**src/sv/prefix_filter_insertion_sorter_assert.svh**
```systemverilog
// ----------------------------------------------------------------------------
// Assertion macros for the prefix filter insertion sorter
// Clocked, reset-qualified property shorthands used by the top level.
// ----------------------------------------------------------------------------
`ifndef PREFIX_FILTER_INSERTION_SORTER_ASSERT_SVH
`define PREFIX_FILTER_INSERTION_SORTER_ASSERT_SVH

// Same-cycle implication, checked out of reset.
`define PFIS_ASSERT_IMPL(label, ante, cons, msg) \
    label: assert property (@(posedge clk) disable iff (!rst_n) (ante) |-> (cons)) \
        else $error(msg);

// Next-cycle implication, checked out of reset.
`define PFIS_ASSERT_NEXT(label, ante, cons, msg) \
    label: assert property (@(posedge clk) disable iff (!rst_n) (ante) |=> (cons)) \
        else $error(msg);

`endif

```
**src/sv/pfis_pkg.sv**
```systemverilog
// ----------------------------------------------------------------------------
// pfis_pkg
// Shared constants and types of the prefix filter insertion sorter.
// ----------------------------------------------------------------------------
`default_nettype none

package pfis_pkg;

    localparam int MAX_RECORDS = 64;
    localparam int CNT_W       = $clog2(MAX_RECORDS + 1);

    localparam int CODE_W  = 24;
    localparam int POP_W   = 20;
    localparam int RANK_W  = 7;
    localparam int TOTAL_W = 26;
    localparam int LEN_W   = 2;
    localparam int IDX_W   = 2;
    localparam int DATA_W  = 24;

    // configuration register indexes
    localparam logic [IDX_W-1:0] REG_PREFIX_LEN   = 2'd0;
    localparam logic [IDX_W-1:0] REG_PREFIX_CHARS = 2'd1;

    // one storage cell: occupancy, code, population
    typedef struct packed {
        logic              valid;
        logic [CODE_W-1:0] code;
        logic [POP_W-1:0]  pop;
    } cell_t;

    // insertion or drain request broadcast to every cell
    typedef struct packed {
        logic              ins;
        logic              drain;
        logic [CODE_W-1:0] code;
        logic [POP_W-1:0]  pop;
    } cell_ctrl_t;

    typedef enum logic [1:0] {
        S_LOAD  = 2'b01,
        S_DRAIN = 2'b10
    } state_t;

endpackage

`default_nettype wire

```
**src/sv/pfis_cell.sv**
```systemverilog
// ----------------------------------------------------------------------------
// pfis_cell
// One slot of the sorted chain: hold, take the new word, shift up or down.
// ----------------------------------------------------------------------------
`default_nettype none

module pfis_cell (
    input  wire logic                clk,
    input  wire logic                rst_n,
    input  wire pfis_pkg::cell_ctrl_t ctrl,
    input  wire pfis_pkg::cell_t     prev_data,
    input  wire logic                prev_gt,
    input  wire pfis_pkg::cell_t     next_data,
    output pfis_pkg::cell_t          data,
    output logic                     gt
);

    logic                          valid_reg, valid_next;
    logic [pfis_pkg::CODE_W-1:0]   code_reg, code_next;
    logic [pfis_pkg::POP_W-1:0]    pop_reg, pop_next;

    // empty slots count as larger, so the new word lands after equals
    assign gt = !valid_reg || (pop_reg > ctrl.pop);

    always_comb
    begin
        valid_next = valid_reg;
        code_next  = code_reg;
        pop_next   = pop_reg;
        if (ctrl.drain)
        begin
            valid_next = next_data.valid;
            code_next  = next_data.code;
            pop_next   = next_data.pop;
        end
        else if (ctrl.ins && gt)
        begin
            if (prev_gt)
            begin
                valid_next = prev_data.valid;
                code_next  = prev_data.code;
                pop_next   = prev_data.pop;
            end
            else
            begin
                valid_next = 1'b1;
                code_next  = ctrl.code;
                pop_next   = ctrl.pop;
            end
        end
    end

    always_ff @(posedge clk or negedge rst_n)
    begin
        if (!rst_n)
            valid_reg <= 1'b0;
        else
            valid_reg <= valid_next;
    end

    always_ff @(posedge clk)
    begin
        code_reg <= code_next;
        pop_reg  <= pop_next;
    end

    assign data = '{valid: valid_reg, code: code_reg, pop: pop_reg};

endmodule

`default_nettype wire

```
**config.mk**
```make
export PLATFORM = sky130hd
export DESIGN_NAME = pfis_cell
export DESIGN_NICKNAME = d
export VERILOG_FILES = /design/src/sv/prefix_filter_insertion_sorter_assert.svh /design/src/sv/pfis_pkg.sv /design/src/sv/pfis_cell.sv
export SDC_FILE = /design/constraint.sdc
export NUM_CORES = 1
export LEC_CHECK = 0
export BUFFER_PORTS_ARGS = -buffer_cell sky130_fd_sc_hd__buf_4
export CAP_MARGIN = 20
export CORE_MARGIN = 2
export CORE_UTILIZATION = 45
export DETAILED_ROUTE_END_ITERATION = 12
export PLACE_DENSITY = 0.95
export SLEW_MARGIN = 20
export SYNTH_ARGS = -nofsm -noshare
export SYNTH_HDL_FRONTEND = slang
export SYNTH_SLANG_ARGS = --single-unit
```
**constraint.sdc**
```tcl
create_clock -name clk -period 10.11 [get_ports clk]
set_input_delay 0.5055 -clock clk [delete_from_list [all_inputs] [get_ports clk]]
set_output_delay 0.5055 -clock clk [all_outputs]
set_load 0.005 [all_outputs]
```
After elaboration in Yosys (flattened, before gate mapping)
Cells that the tools add are included.

Register bits: 45. Input bits: 139.

$lt $le $gt $ge: 1. Multiplexer cells: 9. Reduce and logical (&&, ||, !) cells: 4.

Operators with widths (number): $mux 24 (3); $mux 20 (3); $gt 20x20->1 (1); $mux 1 (3); $reduce_bool 2->1 (1); $logic_and 1x1->1 (1); $logic_not 1->1 (1); $logic_or 1x1->1 (1).

Logic depth before layout (Yosys ltp)
Depth in word-level cells: 5. Mapped depth: 8.

Worst setup path after synthesis
No wires, ideal clock.

Path type: input to register. Start: input ctrl[11] (netlist bit). End: register code_reg[0] (netlist bit), enable pin. Arrival: 3.768 ns. Setup slack: 5.870 ns. Cell stages on the path: 8. Path buffers: 0. Cells stage by stage: inv_1 ha_1 nand4_1 nor2_1 a21boi_2 o31ai_1 a32o_1 a31oi_1.

Longest elaborated chain between the ends: 4.

Ends and longest elaborated chain: start, declared (line pfis_cell.sv:10) `input wire pfis_pkg::cell_ctrl_t ctrl,`; $gt 20x20->1 (line pfis_cell.sv:23) `assign gt = !valid_reg || (pop_reg > ctrl.pop);`; $logic_or 1x1->1 (line pfis_cell.sv:23); $logic_and 1x1->1 (line pfis_cell.sv:36) `else if (ctrl.ins && gt)`; $reduce_bool 2->1 (no line); end signal, assigned (line pfis_cell.sv:63) `code_reg <= code_next;`; end, declared (line pfis_cell.sv:19) `logic [pfis_pkg::CODE_W-1:0] code_reg, code_next;`.

No other way between the ends. A chain may end at the register's enable or synchronous reset.

Worst setup path after layout
Start: register pop_reg[13] (netlist bit). End: output gt.

Longest elaborated chain between the ends: 2.

Ends and longest elaborated chain: start, declared (line pfis_cell.sv:20) `logic [pfis_pkg::POP_W-1:0] pop_reg, pop_next;`; start signal, assigned (line pfis_cell.sv:64) `pop_reg <= pop_next;`; $gt 20x20->1 (line pfis_cell.sv:23); $logic_or 1x1->1 (line pfis_cell.sv:23); end, declared (line pfis_cell.sv:15) `output logic gt`.

No other way between the ends.

==> out/qor_table.md <==
| Stage | Item | Value |
|:---|:---|:---|
| routing | Average wire length per cell after detail routing | 15.24 um |
| global route | Global-route total usage across every layer | 23.03% |
| logic synthesis | Most frequent cell after synthesis | nand2_1 |
| cts | Max clock buf depth | 2 |
| power | Sequential Power Share | 45.5% |
| routing | Total wire length | 8000 um |
| worst hold path | Startpoint of the lowest-slack hold path | next_data[30] |
| timing | Setup TNS | 0 ns |
| timing | Count of final hold-check violations | 0 |
| power | Net Sw Frac | 25.25% |
| logic synthesis | Arithmetic-cell share of the synthesized area counting full adders, half adders and majority gates | 8.945% |
| timing | Min cycle time layout | 2.832 ns |
| routing | DR DRC count | 0 |
| logic synthesis | Cell area after synthesis | 0.002798 mm^2 |
| cts | Total setup buffers inserted after CTS | 0 |
| floorplan | Number of cell rows | 28 |
| cts | Clock tree from TritonCTS | done |
| power | Worst IR drop on VDD | 75.90 uV |
| logic synthesis | Number of register bits inferred by synthesis | 45 |
| power | Net switching power figure | 0.1365 mW |
| floorplan | Effective utilization at floorplan | 46.97% |
| floorplan | DIE HEIGHT | 82.85 um |
| timing | Setup repair after global routing missed its margin | false |
| timing | Share of the cycle needed by the critical path after routing | 28.01% |
| finish | Nets | 608 |
| logic synthesis | Share of synthesized cell area in and, or, nand and nor gates | 9.168% |
| logic synthesis | Primary FF master, synth | edfxtp_1 |
| worst hold path | End of the worst hold path | code_reg[10] |
| logic synthesis | Number of instances in the synthesized netlist | 272 |
| power | Clock network power share | 26.0% |
| setup path | Worst R2R Setup Slack | 7.53 ns |
| power | Design internal power | 0.4040 mW |
| logic synthesis | Async S/R FF share, synth | 2.222% |
| logic synthesis | Sequential cell area fraction in the yosys report | 48.12% |
| logic synthesis | Syn Area/Cell | 10.29 um^2 |
| finish | Ratio of cells with drive above 1 in the final layout | 43.33% |
| placed design | Number of port buffers | 184 |
| logic synthesis | Top area cells in the synthesized netlist | edfxtp_1, mux2i_1, ha_1 |
| logic synthesis | Distinct cell type count of the synthesized netlist | 27 |
| finish | Number of diodes added for antenna fixing | 0 |
| placed design | Detailed-placement wirelength estimate | 6335 um |
| power | Design Power | 0.5404 mW |
| routing | Number of iterations in the first detailed-routing pass | 4 |
| routing | 1st-iter DRT viols | 128 |
| finish | Synthesis-to-finish area growth | 55.55% |
| logic synthesis | Dominant cell type by area after synthesis | edfxtp_1 |
| power | Power density of the placed cells | 124.2 mW/mm^2 |
| floorplan | Area of the core region | 0.005956 mm^2 |
| logic synthesis | Post-synth EDFFs | 44 |
| setup path | Top fanout value on the critical path | 3 |
| placed design | Weighted congestion at the end of routability-driven global placement | 0.8205 |
| cts | Number of clock sinks | 45 |
| logic synthesis | Dominant combinational cell family by area after synthesis | multiplexers |
| cts | Clock network latency to the later pin of the worst-skew pair | 0.29 ns |
| finish | Number of flip-flops in the largest register | 24 |
| flow run | Number of max-cap violations | 0 |
| power | Combinational group share of total power | 28.5% |
| setup path | R2R Path Start | pop_reg[11] |
| timing | Skew final | 0.002895 ns |
| logic synthesis | Yosys warning total | 0 |
| logic synthesis | Area fraction of the dominant cell type after synthesis | 47.23% |
| global route | Via count of the first global-routing pass | 2,721 |
| setup path | Terminus of the critical flop-to-flop path | code_reg[4] |
| setup path | Required time at the endpoint of the critical path | 9.60 ns |
| logic synthesis | Post-synthesis compound-gate area fraction | 12.57% |
| setup path | Worst setup EP type | output pin |
| logic synthesis | Area share of xor/xnor cells in the synthesized design | 0% |
| setup path | WP data arrival | 2.33 ns |
| power | Lkg Pwr | 2.169 nW |
| timing | Final max-slew violation count | 0 |
| timing | Peak clock frequency supported by timing | 353.1 MHz |
| setup path | Critical path startpoint category | register |
| cts | CTS buffer count | 5 |
| outcome | Outcome | finished, final reports clean |
| worst hold path | Hold Path Cell Cnt | 3 |
| global route | Global-route wire length before repair | 12,740 um |
| cts | Post-cts repair resize count | 0 |
| timing | Setup-violating endpoint count in the final report | 0 |
| worst hold path | Worst min path class | in2reg |
| setup path | Path depth of the worst reg2reg path | 8 |
| logic synthesis | Total nets after synthesis | 431 |
| cts | CTS root buf | clkbuf_8 |
| global route | Congestion Overflow GR | 0 |
| finish | Layout filler cell count | 456 |
| global route | Largest net degree at the start of global routing | 93 |
| routing | Number of antenna-violating nets in the routed design | 0 |
| timing | Actual transition at the worst max-transition pin | 0.7692 ns |
| finish | Post-layout util | 73.07% |
| cts | Worst-path clk slew | 0.08 ns |
| timing | Slew margin rel. | 48.72% |
| logic synthesis | Synth cell count leaders | nand2_1, o21ai_0, edfxtp_1, mux2i_1, inv_1 |
| floorplan | Die Outline Area | 0.006864 mm^2 |
| floorplan | # IOs | 185 |
| global route | Initial antenna violation count | 0 |
| cts | H-tree depth | 2 |
| logic synthesis | Portion of netlist area occupied by mux cells | 15.74% |
| floorplan | Width of the die | 82.85 um |
| routing | Vias after detailed routing | 2,702 |
| cts | Number of buffers inserted by hold repair at cts | 1 |
| routing | Via-to-Cell Ratio | 5.147 |
| setup path | Kind of critical path | reg2out |
[routing by layer]
layer | GRT usage [%] | wire [um] | vias to the layer above
met4 | 5.812 | 112 | 0
met5 | 0 | 0 | -
li1 | - | - | 1331
met3 | 7.455 | 663 | 11
met2 | 45.38 | 4444 | 128
met1 | 22.90 | 2780 | 1232
[per-stage QoR]
stage,hold slack (ns),instances,setup WS (ns),instance area [um^2]
3_3_place_gp,0.2810,516,7.398,4225
6_report,0.4916,525,7.278,4352
5_1_grt,0.4881,525,7.175,4352
4_1_cts,0.4833,525,7.268,4352
3_5_place_dp,0.2848,516,7.304,4225
2_1_floorplan,0.2099,272,5.870,2798
[cells by family (layout without fill, tap and decap cells)]
family	Yosys count	in the layout
AOI/OAI and AO/OA	64	64
adders and majority gates	20	20
buffers and inverters	38	216
DFF	45	45
muxes	44	44
and+or+nand+nor	61	61
[area by class of cell]
class                   count  area [um^2]  area share [%]
clock inverters             1        30.03          0.6901
multi-input cells         189         1314           30.19
flip-flops and latches     45         1346           30.94
clock buffers               7        86.33           1.984
inverters                  22        82.58           1.898
repair buffers            186         1399           32.14
well taps                  75        93.84           2.156
[worst max-delay path by stage]
stage                           start      endpoint  slack, ns  cells after the start
final                     pop_reg[13]            gt       7.28                      8
after floorplan              ctrl[11]   code_reg[0]       5.87                      8
after global placement       ctrl[11]  code_reg[16]       7.40                     10
after detailed placement     ctrl[11]   code_reg[7]       7.30                     10
after CTS                 pop_reg[13]            gt       7.27                      8
after global routing      pop_reg[13]            gt       7.17                      8
[power by group through the flow]
stage / Sequential [mW] / Clock [mW] / Combinational, mW
2_1_floorplan: 0.253 / 0 / 0.0569
3_3_place_gp: 0.248 / 0 / 0.149
3_5_place_dp: 0.250 / 0 / 0.156
4_1_cts: 0.246 / 0.143 / 0.156
5_1_grt: 0.249 / 0.150 / 0.169
6_report: 0.246 / 0.140 / 0.154
[cell usage in the layout, fill, tap and decap left out, drive strengths merged]
| cell type | synthesis | layout |
|---|---|---|
| buf | 6 | 185 |
| nand2 | 47 | 47 |
| o21ai | 45 | 45 |
| mux2i | 44 | 44 |
| edfxtp | 44 | 44 |
| inv | 22 | 22 |
| ha | 20 | 20 |
| a21oi | 9 | 9 |
| clkbuf | 10 | 7 |
| nand4 | 4 | 4 |
| nor2 | 4 | 4 |
| a21o | 2 | 2 |
| nand3 | 2 | 2 |
| and4 | 1 | 1 |
| nor2b | 1 | 1 |
| o211ai | 1 | 1 |
| a21boi | 1 | 1 |
| o31ai | 1 | 1 |
| a2111oi | 1 | 1 |
| a32o | 1 | 1 |
| a31oi | 1 | 1 |
| nand2b | 1 | 1 |
| nand3b | 1 | 1 |
| a211oi | 1 | 1 |
| o21a | 1 | 1 |
| bufinv | 0 | 1 |
| dlygate4sd3 | 0 | 1 |
| dfrtp | 1 | 1 |
[worst max-delay path: stages, from the launching register on]
cell and delay [ns]:
edfxtp_1 0.42, ha_1 0.31, a21o_1 0.16, nand3_1 0.07
a21oi_1 0.06, a2111oi_0 0.48, a32o_1 0.31, nand2_1 0.09
buf_4 0.14
(Power assumes the default switching activity.)
