$ cat config.mk
export PLATFORM = sky130hd
export DESIGN_NAME = pfis_match
export DESIGN_NICKNAME = d
export VERILOG_FILES = /design/src/sv/prefix_filter_insertion_sorter_assert.svh /design/src/sv/pfis_pkg.sv /design/src/sv/pfis_match.sv
export SDC_FILE = /design/constraint.sdc
export NUM_CORES = 1
export LEC_CHECK = 0
export BUFFER_PORTS_ARGS = -buffer_cell sky130_fd_sc_hd__buf_2
export CORE_AREA = 3 3 40 42
export DETAILED_ROUTE_END_ITERATION = 8
export DIE_AREA = 0 0 43 45
export GPL_TIMING_DRIVEN = 0
export PLACE_DENSITY_LB_ADDON = 0.25
export SYNTH_ARGS = -nofsm -noshare
export SYNTH_HDL_FRONTEND = slang
export SYNTH_SLANG_ARGS = --single-unit
$ cat constraint.sdc
create_clock -name vclk -period 2.5
set_input_delay 0.5 -clock vclk [all_inputs]
set_output_delay 0.5 -clock vclk [all_outputs]
set_load 0.05 [all_outputs]
$ cat src/sv/prefix_filter_insertion_sorter_assert.svh
// ----------------------------------------------------------------------------
// Assertion macros for the prefix filter insertion sorter
// Clocked, reset-qualified property shorthands used by the top level.
// ----------------------------------------------------------------------------
`ifndef PREFIX_FILTER_INSERTION_SORTER_ASSERT_SVH
`define PREFIX_FILTER_INSERTION_SORTER_ASSERT_SVH

// Same-cycle implication, checked out of reset.
`define PFIS_ASSERT_IMPL(label, ante, cons, msg) \
    label: assert property (@(posedge clk) disable iff (!rst_n) (ante) |-> (cons)) \
        else $error(msg);

// Next-cycle implication, checked out of reset.
`define PFIS_ASSERT_NEXT(label, ante, cons, msg) \
    label: assert property (@(posedge clk) disable iff (!rst_n) (ante) |=> (cons)) \
        else $error(msg);

`endif

$ cat src/sv/pfis_pkg.sv
// ----------------------------------------------------------------------------
// pfis_pkg
// Shared constants and types of the prefix filter insertion sorter.
// ----------------------------------------------------------------------------
`default_nettype none

package pfis_pkg;

    localparam int MAX_RECORDS = 64;
    localparam int CNT_W       = $clog2(MAX_RECORDS + 1);

    localparam int CODE_W  = 24;
    localparam int POP_W   = 20;
    localparam int RANK_W  = 7;
    localparam int TOTAL_W = 26;
    localparam int LEN_W   = 2;
    localparam int IDX_W   = 2;
    localparam int DATA_W  = 24;

    // configuration register indexes
    localparam logic [IDX_W-1:0] REG_PREFIX_LEN   = 2'd0;
    localparam logic [IDX_W-1:0] REG_PREFIX_CHARS = 2'd1;

    // one storage cell: occupancy, code, population
    typedef struct packed {
        logic              valid;
        logic [CODE_W-1:0] code;
        logic [POP_W-1:0]  pop;
    } cell_t;

    // insertion or drain request broadcast to every cell
    typedef struct packed {
        logic              ins;
        logic              drain;
        logic [CODE_W-1:0] code;
        logic [POP_W-1:0]  pop;
    } cell_ctrl_t;

    typedef enum logic [1:0] {
        S_LOAD  = 2'b01,
        S_DRAIN = 2'b10
    } state_t;

endpackage

`default_nettype wire

$ cat src/sv/pfis_match.sv
// ----------------------------------------------------------------------------
// pfis_match
// Prefix comparator: masks code and prefix by the configured length.
// ----------------------------------------------------------------------------
`default_nettype none

module pfis_match (
    input  wire logic [pfis_pkg::LEN_W-1:0]  prefix_len,
    input  wire logic [pfis_pkg::CODE_W-1:0] prefix_chars,
    input  wire logic [pfis_pkg::CODE_W-1:0] area_code,
    output logic                             match
);

    logic [pfis_pkg::CODE_W-1:0] mask;

    always_comb
    begin
        case (prefix_len)
            2'd0:    mask = 24'h000000;
            2'd1:    mask = 24'hFF0000;
            2'd2:    mask = 24'hFFFF00;
            default: mask = 24'hFFFFFF;
        endcase
        match = ((area_code ^ prefix_chars) & mask) == '0;
    end

endmodule

`default_nettype wire

==> After elaboration in Yosys (flattened, before gate mapping) <==
Index checks and enable logic that the tools add are counted.
{ "totals": {"reg_bits": 0, "latchBits": 0, "ram_bits": 0, "mem_bits_ro": 0, "inputBits": 50, "out_inout_bits": 1, "wordCells": 7, "memories": 0} }
{ "classes": {"add_sub_neg": 0, "mul": 0, "div": 0, "magnitude_cmp": 0, "eq_ne": 2, "shift": 0, "muxes": 1, "n_bitwise": 2, "n_reduce_logical": 2} }
{ "ops": {"columns": ["operator", "n"], "rows": [
  ["24-bit case mux with 3 select lines", 1],
  ["24-bit bitwise AND", 1],
  ["24-bit zero test", 1],
  ["24-bit bitwise XOR", 1],
  ["2-bit by 1-bit == test with 1-bit output, second input constant", 1],
  ["2-bit == test, second input constant", 1],
  ["2-bit zero test", 1]
]} }

==> Longest topological paths before layout <==
Gate-level depths: netlist of run 1.
{ "depth": {"ltp_word": 4, "ltp_mapped": 4, "ltp_nobuf": 4} }

==> Least setup slack after synthesis of run 1 <==
No wires, ideal clock.
{ "synth_timing": {"kind": "input to output", "startpoint": "input port prefix_chars[23] (netlist bit)", "endpoint": "output port match", "arrival_ns": 1.876, "required_ns": 2.000, "slack_ns": 0.124, "path_stages": 4, "n_path_buf": 0, "cell_sequence": "xor2_1 -> nor4_2 -> nand4_1 -> a221oi_2"} }
{ "synth_via": {"elab_chain_len": 3} }
{ "synth_rtl": {"columns": ["element", "line", "text"], "rows": [
  ["from (decl)", "pfis_match.sv:9", "input wire logic [pfis_pkg::CODE_W-1:0] prefix_chars,"],
  ["24-bit bitwise XOR", "pfis_match.sv:24", "match = ((area_code ^ prefix_chars) & mask) == '0;"],
  ["24-bit bitwise AND", "pfis_match.sv:24", null],
  ["24-bit zero test", "pfis_match.sv:24", null],
  ["to (decl)", "pfis_match.sv:11", "output logic match"]
]} }
Every way passes these cells.

==> Final worst setup path of run 1 <==
{ "layout_timing": {"startpoint": "input port prefix_chars[13] (netlist bit)", "endpoint": "output port match"} }
The elaborated chain is that of the path after synthesis.

==> impl_metrics.env, run 1 <==
export IMPL_maxCapViolCount=0
export IMPL_grt_overflow_total=0
export IMPL_required_ns=2.00
export IMPL_dieArea_um2=1940
export IMPL_ff_latch_area_um2=0
export IMPL_gr_usage_all_layers_pct=8.37
export IMPL_synthCells=35
export IMPL_die_x_um=43
export IMPL_hpwlAfterDp_um=904
export IMPL_power_leakage_nw=0.315
export IMPL_synth_common_cells="24 x xor2_1, 4 x nor4_1, 2 x nand2_1, 2 x nor4_2"
export IMPL_yosysUniqueCellTypes=7
export IMPL_drt_first_iter_violations=2
export IMPL_dr_pass1_iters=2
export IMPL_die_h_um=45
export IMPL_min_path_type="in -> out"
export IMPL_clock_buffers=0
export IMPL_fin_setup_tns_ns=0
export IMPL_total_power_uw=83.8
export IMPL_synth_area_um2=294
export IMPL_synth_most_common_cell="xor2_1"
export IMPL_core_region_area_um2=1280
export IMPL_area_delta_synth_final_pct=93.2
export IMPL_multi_input_area_um2=294
export IMPL_start_kind="primary input"
export IMPL_ctsResizeCount=0
export IMPL_path_class="in -> out"
export IMPL_post_cts_buffers=0
export IMPL_drc=0
export IMPL_fmax_mhz=445
export IMPL_ant_nets=0
export IMPL_drt_wirelength_per_cell_um=9.15
export IMPL_setup_violations=0
export IMPL_routabilityCongestion=0.564
export IMPL_slew_violations=0
export IMPL_hold_buffers=0
export IMPL_seq_area_frac_synth_pct=0
export IMPL_tightest_slew_ns=0.300
export IMPL_initial_core_util_pct=22.9
export IMPL_relSlewSlack_pct=79.8
export IMPL_setup_slack_ns=0.255
export IMPL_rsz0062_at_grt="no"
export IMPL_drive_gt1_share_pct=62.8
export IMPL_grt_max_degree=3
export IMPL_syn_avg_cell_area_um2=8.40
export IMPL_nFillCells=145
export IMPL_final_hold_viol_count=0
export IMPL_grt_pass1_vias=381
export IMPL_cp_arrival_ns=1.75
export IMPL_powerDensity_nw_per_um2=148
export IMPL_num_antenna_cells=0
export IMPL_yosysWarnings=0
export IMPL_antenna_found_initial=0
export IMPL_crit_fanout=1
export IMPL_dp_slack_ns=0.239
export IMPL_cp_end_kind="output port"
export IMPL_grt_pass1_wl_um=1320
export IMPL_period_minus_slack_ns=2.25
export IMPL_ir_drop_mv=0.0461
export IMPL_vias=415
export IMPL_post_route_period_util_pct=89.8
export IMPL_viasPerCell=4.11
export IMPL_drt_wl_total_um=924
export IMPL_status="finished clean"
export IMPL_yosys_area_top_type="xor2_1"
export IMPL_fin_nets=138
export IMPL_row_count=13
export IMPL_netlist_top_cells_area="xor2_1 71%, nor4_1 8.5%, nor4_2 8.5%"
export IMPL_portBuffers=51
export IMPL_synth_nets=85
export IMPL_seq_cells=0
export IMPL_io_pins=51
export IMPL_synth_top_cell_area_share_pct=71.5
-- metal layers --
layer | GRT usage, % | routed length (µm)
met3 | 1.20 | 139
met4 | 1.20 | 0
met5 | 0 | 0
met2 | 18.6 | 514
met1 | 8.10 | 270
-- cell usage in the layout (no fill, tap or decap) --
| master | n |
|---|---|
| nor4_2 | 2 |
| nor4_1 | 4 |
| a221oi_2 | 1 |
| buf_2 | 51 |
| xor2_1 | 24 |
| a21oi_1 | 1 |
| nand2_1 | 2 |
| nand4_1 | 1 |
-- critical path: stages --
cell and delay, ns:
buf_2 0.10, xor2_1 0.15, nor4_1 0.33, nand4_1 0.15, a221oi_2 0.22, buf_2 0.30
-- where the power goes --
part           switching [mW]  leakage [nW]  internal (mW)
Clock                       0             0              0
Sequential                  0             0              0
Combinational          0.0362         0.315         0.0477
-- path summary, 6_finish.rpt --
| check | startpoint | endpoint | cells after the start |
|---|---|---|---|
| setup / recovery | prefix_chars[13] | match | 6 |
| hold / removal | prefix_len[0] | match | 3 |
-- final cells by class --
| type | instances | area share (%) |
|---|---|---|
| well taps | 15 | 3.30 |
| repair buffers | 51 | 44.9 |
| multi-input cells | 35 | 51.8 |
-- metrics by stage --
stage | instance area, µm² | hold WS [ns] | utilization, % | cells
floorplan | 294 | 1.15 | - | 35
global placement | 568 | 1.35 | 44.2 | 101
detailed placement | 568 | 1.35 | 44.2 | 101
CTS | 568 | 1.35 | 44.2 | 101
global route | 568 | 1.37 | 44.2 | 101
finish | 568 | 1.35 | 44.2 | 101
-- logic make-up (layout without fill, tap and decap cells) --
family                 after synthesis  in the layout  share of synthesized area [%]
AO/OA/AOI/OAI                        2              2                           6.81
XOR/XNOR                            24             24                           71.5
buffers and inverters                0             51                              0
AND/OR/NAND/NOR                      9              9                           21.7
Power figures use the tool's default switching activity.
==> inputs of run 2 (changes only) <==
--- a/config.mk
+++ b/config.mk
@@ -6,11 +6,14 @@
 export NUM_CORES = 1
 export LEC_CHECK = 0
 export BUFFER_PORTS_ARGS = -buffer_cell sky130_fd_sc_hd__buf_2
-export CORE_AREA = 3 3 40 42
+export CELL_PAD_IN_SITES_DETAIL_PLACEMENT = 0
+export CELL_PAD_IN_SITES_GLOBAL_PLACEMENT = 1
+export CORE_ASPECT_RATIO = 0.9
+export CORE_MARGIN = 3
+export CORE_UTILIZATION = 18
 export DETAILED_ROUTE_END_ITERATION = 8
-export DIE_AREA = 0 0 43 45
 export GPL_TIMING_DRIVEN = 0
-export PLACE_DENSITY_LB_ADDON = 0.25
+export PLACE_DENSITY = 0.9
 export SYNTH_ARGS = -nofsm -noshare
 export SYNTH_HDL_FRONTEND = slang
 export SYNTH_SLANG_ARGS = --single-unit
==> constraint.sdc (replaced) <==
create_clock -name vclk -period 2.5
set_input_delay 0.375 -clock vclk [all_inputs]
set_output_delay 0.375 -clock vclk [all_outputs]
set_load 0.05 [all_outputs]
==> impl_metrics.env, run 2 (synthesized netlist as in run 1, its figures left out) <==
export IMPL_dieArea_um2=2150
export IMPL_core_region_area_um2=1500
export IMPL_start_kind="primary input"
export IMPL_ant_nets=0
export IMPL_min_path_type="in -> out"
export IMPL_hold_start="prefix_len[0]"
export IMPL_final_hold_viol_count=0
export IMPL_cp_arrival_ns=1.62
export IMPL_cp_end_kind="output port"
export IMPL_post_cts_buffers=0
export IMPL_initial_core_util_pct=19.6
export IMPL_row_count=13
export IMPL_whs_endpoint="match"
export IMPL_die_h_um=44.3
export IMPL_vias=420
export IMPL_antenna_found_initial=0
export IMPL_gr_usage_all_layers_pct=8.18
export IMPL_post_route_period_util_pct=79.8
export IMPL_num_antenna_cells=0
export IMPL_powerDensity_nw_per_um2=144
export IMPL_multi_input_area_um2=294
export IMPL_period_minus_slack_ns=2.00
export IMPL_power_leakage_nw=0.315
export IMPL_clock_buffers=0
export IMPL_drt_wirelength_per_cell_um=8.49
export IMPL_setup_violations=0
export IMPL_fin_setup_tns_ns=0
export IMPL_seq_cells=0
export IMPL_post_route_util_pct=38.5
export IMPL_grt_pass1_vias=402
export IMPL_io_pins=51
export IMPL_grt_pass1_wl_um=1490
export IMPL_setup_slack_ns=0.505
export IMPL_ir_drop_mv=0.0529
export IMPL_total_power_uw=83.3
export IMPL_hold_buffers=0
export IMPL_viasPerCell=3.89
export IMPL_maxCapViolCount=0
export IMPL_final_common_cell="buf_2"
export IMPL_dp_slack_ns=0.466
export IMPL_hold_depth=3
export IMPL_ff_latch_area_um2=0
export IMPL_required_ns=2.12
export IMPL_drc=0
export IMPL_grt_overflow_total=0
export IMPL_rsz0062_at_grt="no"
export IMPL_crit_fanout=2
export IMPL_drive_gt1_share_pct=62.8
export IMPL_path_class="in -> out"
export IMPL_hpwlAfterDp_um=881
export IMPL_dr_pass1_iters=1
export IMPL_slew_violations=0
export IMPL_drt_wl_total_um=917
export IMPL_drt_first_iter_violations=0
export IMPL_ctsResizeCount=0
export IMPL_portBuffers=51
export IMPL_status="finished clean"
export IMPL_nFillCells=181
export IMPL_tightest_slew_ns=0.276
export IMPL_fmax_mhz=501
export IMPL_routabilityCongestion=0.614
export IMPL_relSlewSlack_pct=81.5
export IMPL_die_x_um=48.6
export IMPL_fin_nets=138
export IMPL_area_delta_synth_final_pct=96.2
export IMPL_grt_max_degree=3
export IMPL_mostFrequentLayoutCells="51 x buf_2, 24 x xor2_1, 4 x nor4_1, 2 x nor4_2, 2 x nand2_1"
run 2: cell counts in the layout (fill, tap and decap cells not counted):
No cell type changed its count.
run 2: power by group:
group | internal [mW] | switching, mW | total, mW
combinational | 0.0476 | 0.0356 | 0.0833
clock | 0 | 0 | 0
sequential | 0 | 0 | 0
total | 0.0476 | 0.0356 | 0.0833
run 2: worst max path at each step:
stage	from	end	slack [ns]	depth (start not counted)
floorplan	prefix_chars[23]	match	0.37	4
global placement	prefix_chars[23]	match	0.46	6
detailed placement	prefix_chars[23]	match	0.47	6
CTS	prefix_chars[23]	match	0.46	6
global route	prefix_chars[23]	match	0.39	6
finish	prefix_chars[23]	match	0.50	6
run 2: per-layer routing:
metal	wire length (µm)	GRT usage [%]	up-vias
li1	-	-	225
met1	317	8.43	169
met2	505	18.7	26
met3	93	0.673	0
met4	0	0	0
met5	0	0	-
run 2: per-stage QoR:
| step | hold WS (ns) | std cells | area, µm² |
|---|---|---|---|
| 6_report | 1.10 | 108 | 577 |
| 3_3_place_gp | 1.10 | 108 | 577 |
| 3_5_place_dp | 1.10 | 108 | 577 |
| 4_1_cts | 1.10 | 108 | 577 |
| 2_1_floorplan | 0.902 | 35 | 294 |
| 5_1_grt | 1.11 | 108 | 577 |
run 2: critical path, stage by stage:
cell,delay (ns)
buf_2,0.10
xor2_1,0.15
nor4_2,0.33
nand2_1,0.11
a221oi_2,0.25
buf_2,0.30
run 2: layout make-up:
| class | instances | area share [%] |
|---|---|---|
| multi-input cells | 35 | 51.0 |
| repair buffers | 51 | 44.3 |
| well taps | 22 | 4.77 |
==> inputs of run 3 (changes only) <==
--- a/config.mk
+++ b/config.mk
@@ -10,10 +10,10 @@
 export CELL_PAD_IN_SITES_GLOBAL_PLACEMENT = 1
 export CORE_ASPECT_RATIO = 0.9
 export CORE_MARGIN = 3
-export CORE_UTILIZATION = 18
+export CORE_UTILIZATION = 16
 export DETAILED_ROUTE_END_ITERATION = 8
 export GPL_TIMING_DRIVEN = 0
-export PLACE_DENSITY = 0.9
+export PLACE_DENSITY = 0.81
 export SYNTH_ARGS = -nofsm -noshare
 export SYNTH_HDL_FRONTEND = slang
 export SYNTH_SLANG_ARGS = --single-unit
==> constraint.sdc (replaced) <==
create_clock -name vclk -period 1.93
set_input_delay 0.2895 -clock vclk [all_inputs]
set_output_delay 0.2895 -clock vclk [all_outputs]
set_load 0.05 [all_outputs]
==> impl_metrics.env, run 3 (synthesized netlist as in run 1, its figures left out) <==
export IMPL_dieArea_um2=2390
export IMPL_drt_wirelength_per_cell_um=8.15
export IMPL_die_h_um=46.7
export IMPL_post_cts_buffers=0
export IMPL_start_kind="primary input"
export IMPL_powerDensity_nw_per_um2=187
export IMPL_routabilityCongestion=0.611
export IMPL_drc=0
export IMPL_cpPeakStageDelay_ns=0.33
export IMPL_post_route_period_util_pct=93.8
export IMPL_clock_buffers=0
export IMPL_fin_nets=138
export IMPL_drive_gt1_share_pct=62.8
export IMPL_multi_input_area_um2=305
export IMPL_antenna_found_initial=0
export IMPL_crit_fanout=2
export IMPL_tightest_slew_ns=0.280
export IMPL_seq_cells=0
export IMPL_hpwlAfterDp_um=863
export IMPL_ff_latch_area_um2=0
export IMPL_nFillCells=186
export IMPL_relSlewSlack_pct=81.2
export IMPL_min_path_type="in -> out"
export IMPL_drt_wl_total_um=896
export IMPL_num_antenna_cells=0
export IMPL_portBuffers=51
export IMPL_path_class="in -> out"
export IMPL_drt_first_iter_violations=0
export IMPL_power_leakage_nw=0.327
export IMPL_dr_pass1_iters=1
export IMPL_worst_path_max_delay_cell="nor4_2"
export IMPL_maxCapViolCount=0
export IMPL_ir_drop_mv=0.0622
export IMPL_die_x_um=51.2
export IMPL_final_common_cell="buf_2"
export IMPL_post_route_util_pct=35.1
export IMPL_viasPerCell=3.90
export IMPL_gr_usage_all_layers_pct=7.02
export IMPL_setup_violations=0
export IMPL_row_count=14
export IMPL_grt_pass1_vias=361
export IMPL_cp_end_kind="output port"
export IMPL_required_ns=1.64
export IMPL_area_delta_synth_final_pct=103
export IMPL_grt_pass1_wl_um=1370
export IMPL_fmax_mhz=552
export IMPL_slew_violations=0
export IMPL_hold_buffers=0
export IMPL_core_region_area_um2=1700
export IMPL_status="finished clean"
export IMPL_hold_depth=3
export IMPL_ant_nets=0
export IMPL_mostFrequentLayoutCells="50 x buf_2, 24 x xor2_1, 4 x nor4_1, 2 x nor4_2, 2 x nand2_1"
export IMPL_placed_cell_area_um2=591
export IMPL_grt_overflow_total=0
export IMPL_crit_chain="buf_2, xor2_1, nor4_2, nand4_1, a221oi_4, buf_6"
export IMPL_io_pins=51
export IMPL_fin_setup_tns_ns=0
export IMPL_final_hold_viol_count=0
export IMPL_vias=429
export IMPL_initial_core_util_pct=17.3
export IMPL_rsz0062_at_grt="no"
export IMPL_cp_arrival_ns=1.52
export IMPL_period_minus_slack_ns=1.81
export IMPL_grt_max_degree=3
export IMPL_stdcell_area_um2=597
## run 3: cell count changes in the layout (fill, tap and decap cells not counted)
cell,change
buf_6,+1
buf_2,-1
a221oi_4,+1
a221oi_2,-1
## run 3: final timing paths
check | startpoint | endpoint
max | prefix_chars[16] | match
min | prefix_len[1] | match
## run 3: power by group
group | internal [mW] | switching [mW]
logic | 0.0642 | 0.0476
registers | 0 | 0
clock network | 0 | 0
total | 0.0642 | 0.0476
## run 3: worst max-delay path, delay by kind of cell
kind,cells,cell delay (ns)
AO/OA/AOI/OAI,1,0.26
buffers and inverters,2,0.29
XOR/XNOR,1,0.16
AND/OR/NAND/NOR,2,0.51
## run 3: routing by layer
metal / part of all wire [%] / up-vias / GRT usage, %
met5: 0 / - / 0
met4: 0 / 0 / 0
met3: 16 / 0 / 0.647
met2: 48 / 31 / 13.6
met1: 36 / 173 / 8.90
li1: - / 225 / -
## run 3: per-stage QoR
| step | setup slack (ns) | power, mW | cells | hold slack (ns) |
|---|---|---|---|---|
| after floorplan | 0.173 | 0.0476 | 35 | 0.688 |
| after global placement | -0.00382 | 0.109 | 110 | 0.956 |
| after detailed placement | -0.00324 | 0.111 | 110 | 0.958 |
| after CTS | 0.0460 | 0.113 | 110 | 0.938 |
| after global routing | 0.00104 | 0.125 | 110 | 0.919 |
| final | 0.119 | 0.112 | 110 | 0.908 |
## run 3: repair_timing
| action | CTS | global route |
|---|---|---|
| setup endpoints to repair | 1 | 1 |
| pin swaps | 0 | 5 |
| resized for setup | 1 | 1 |
| hold endpoints to repair | 0 | 0 |
## run 3: cell type report
| cell class | instances | area share (%) |
|---|---|---|
| multi-input combinational | 35 | 51.2 |
| tap | 24 | 5.03 |
| timing repair buffer | 51 | 43.8 |
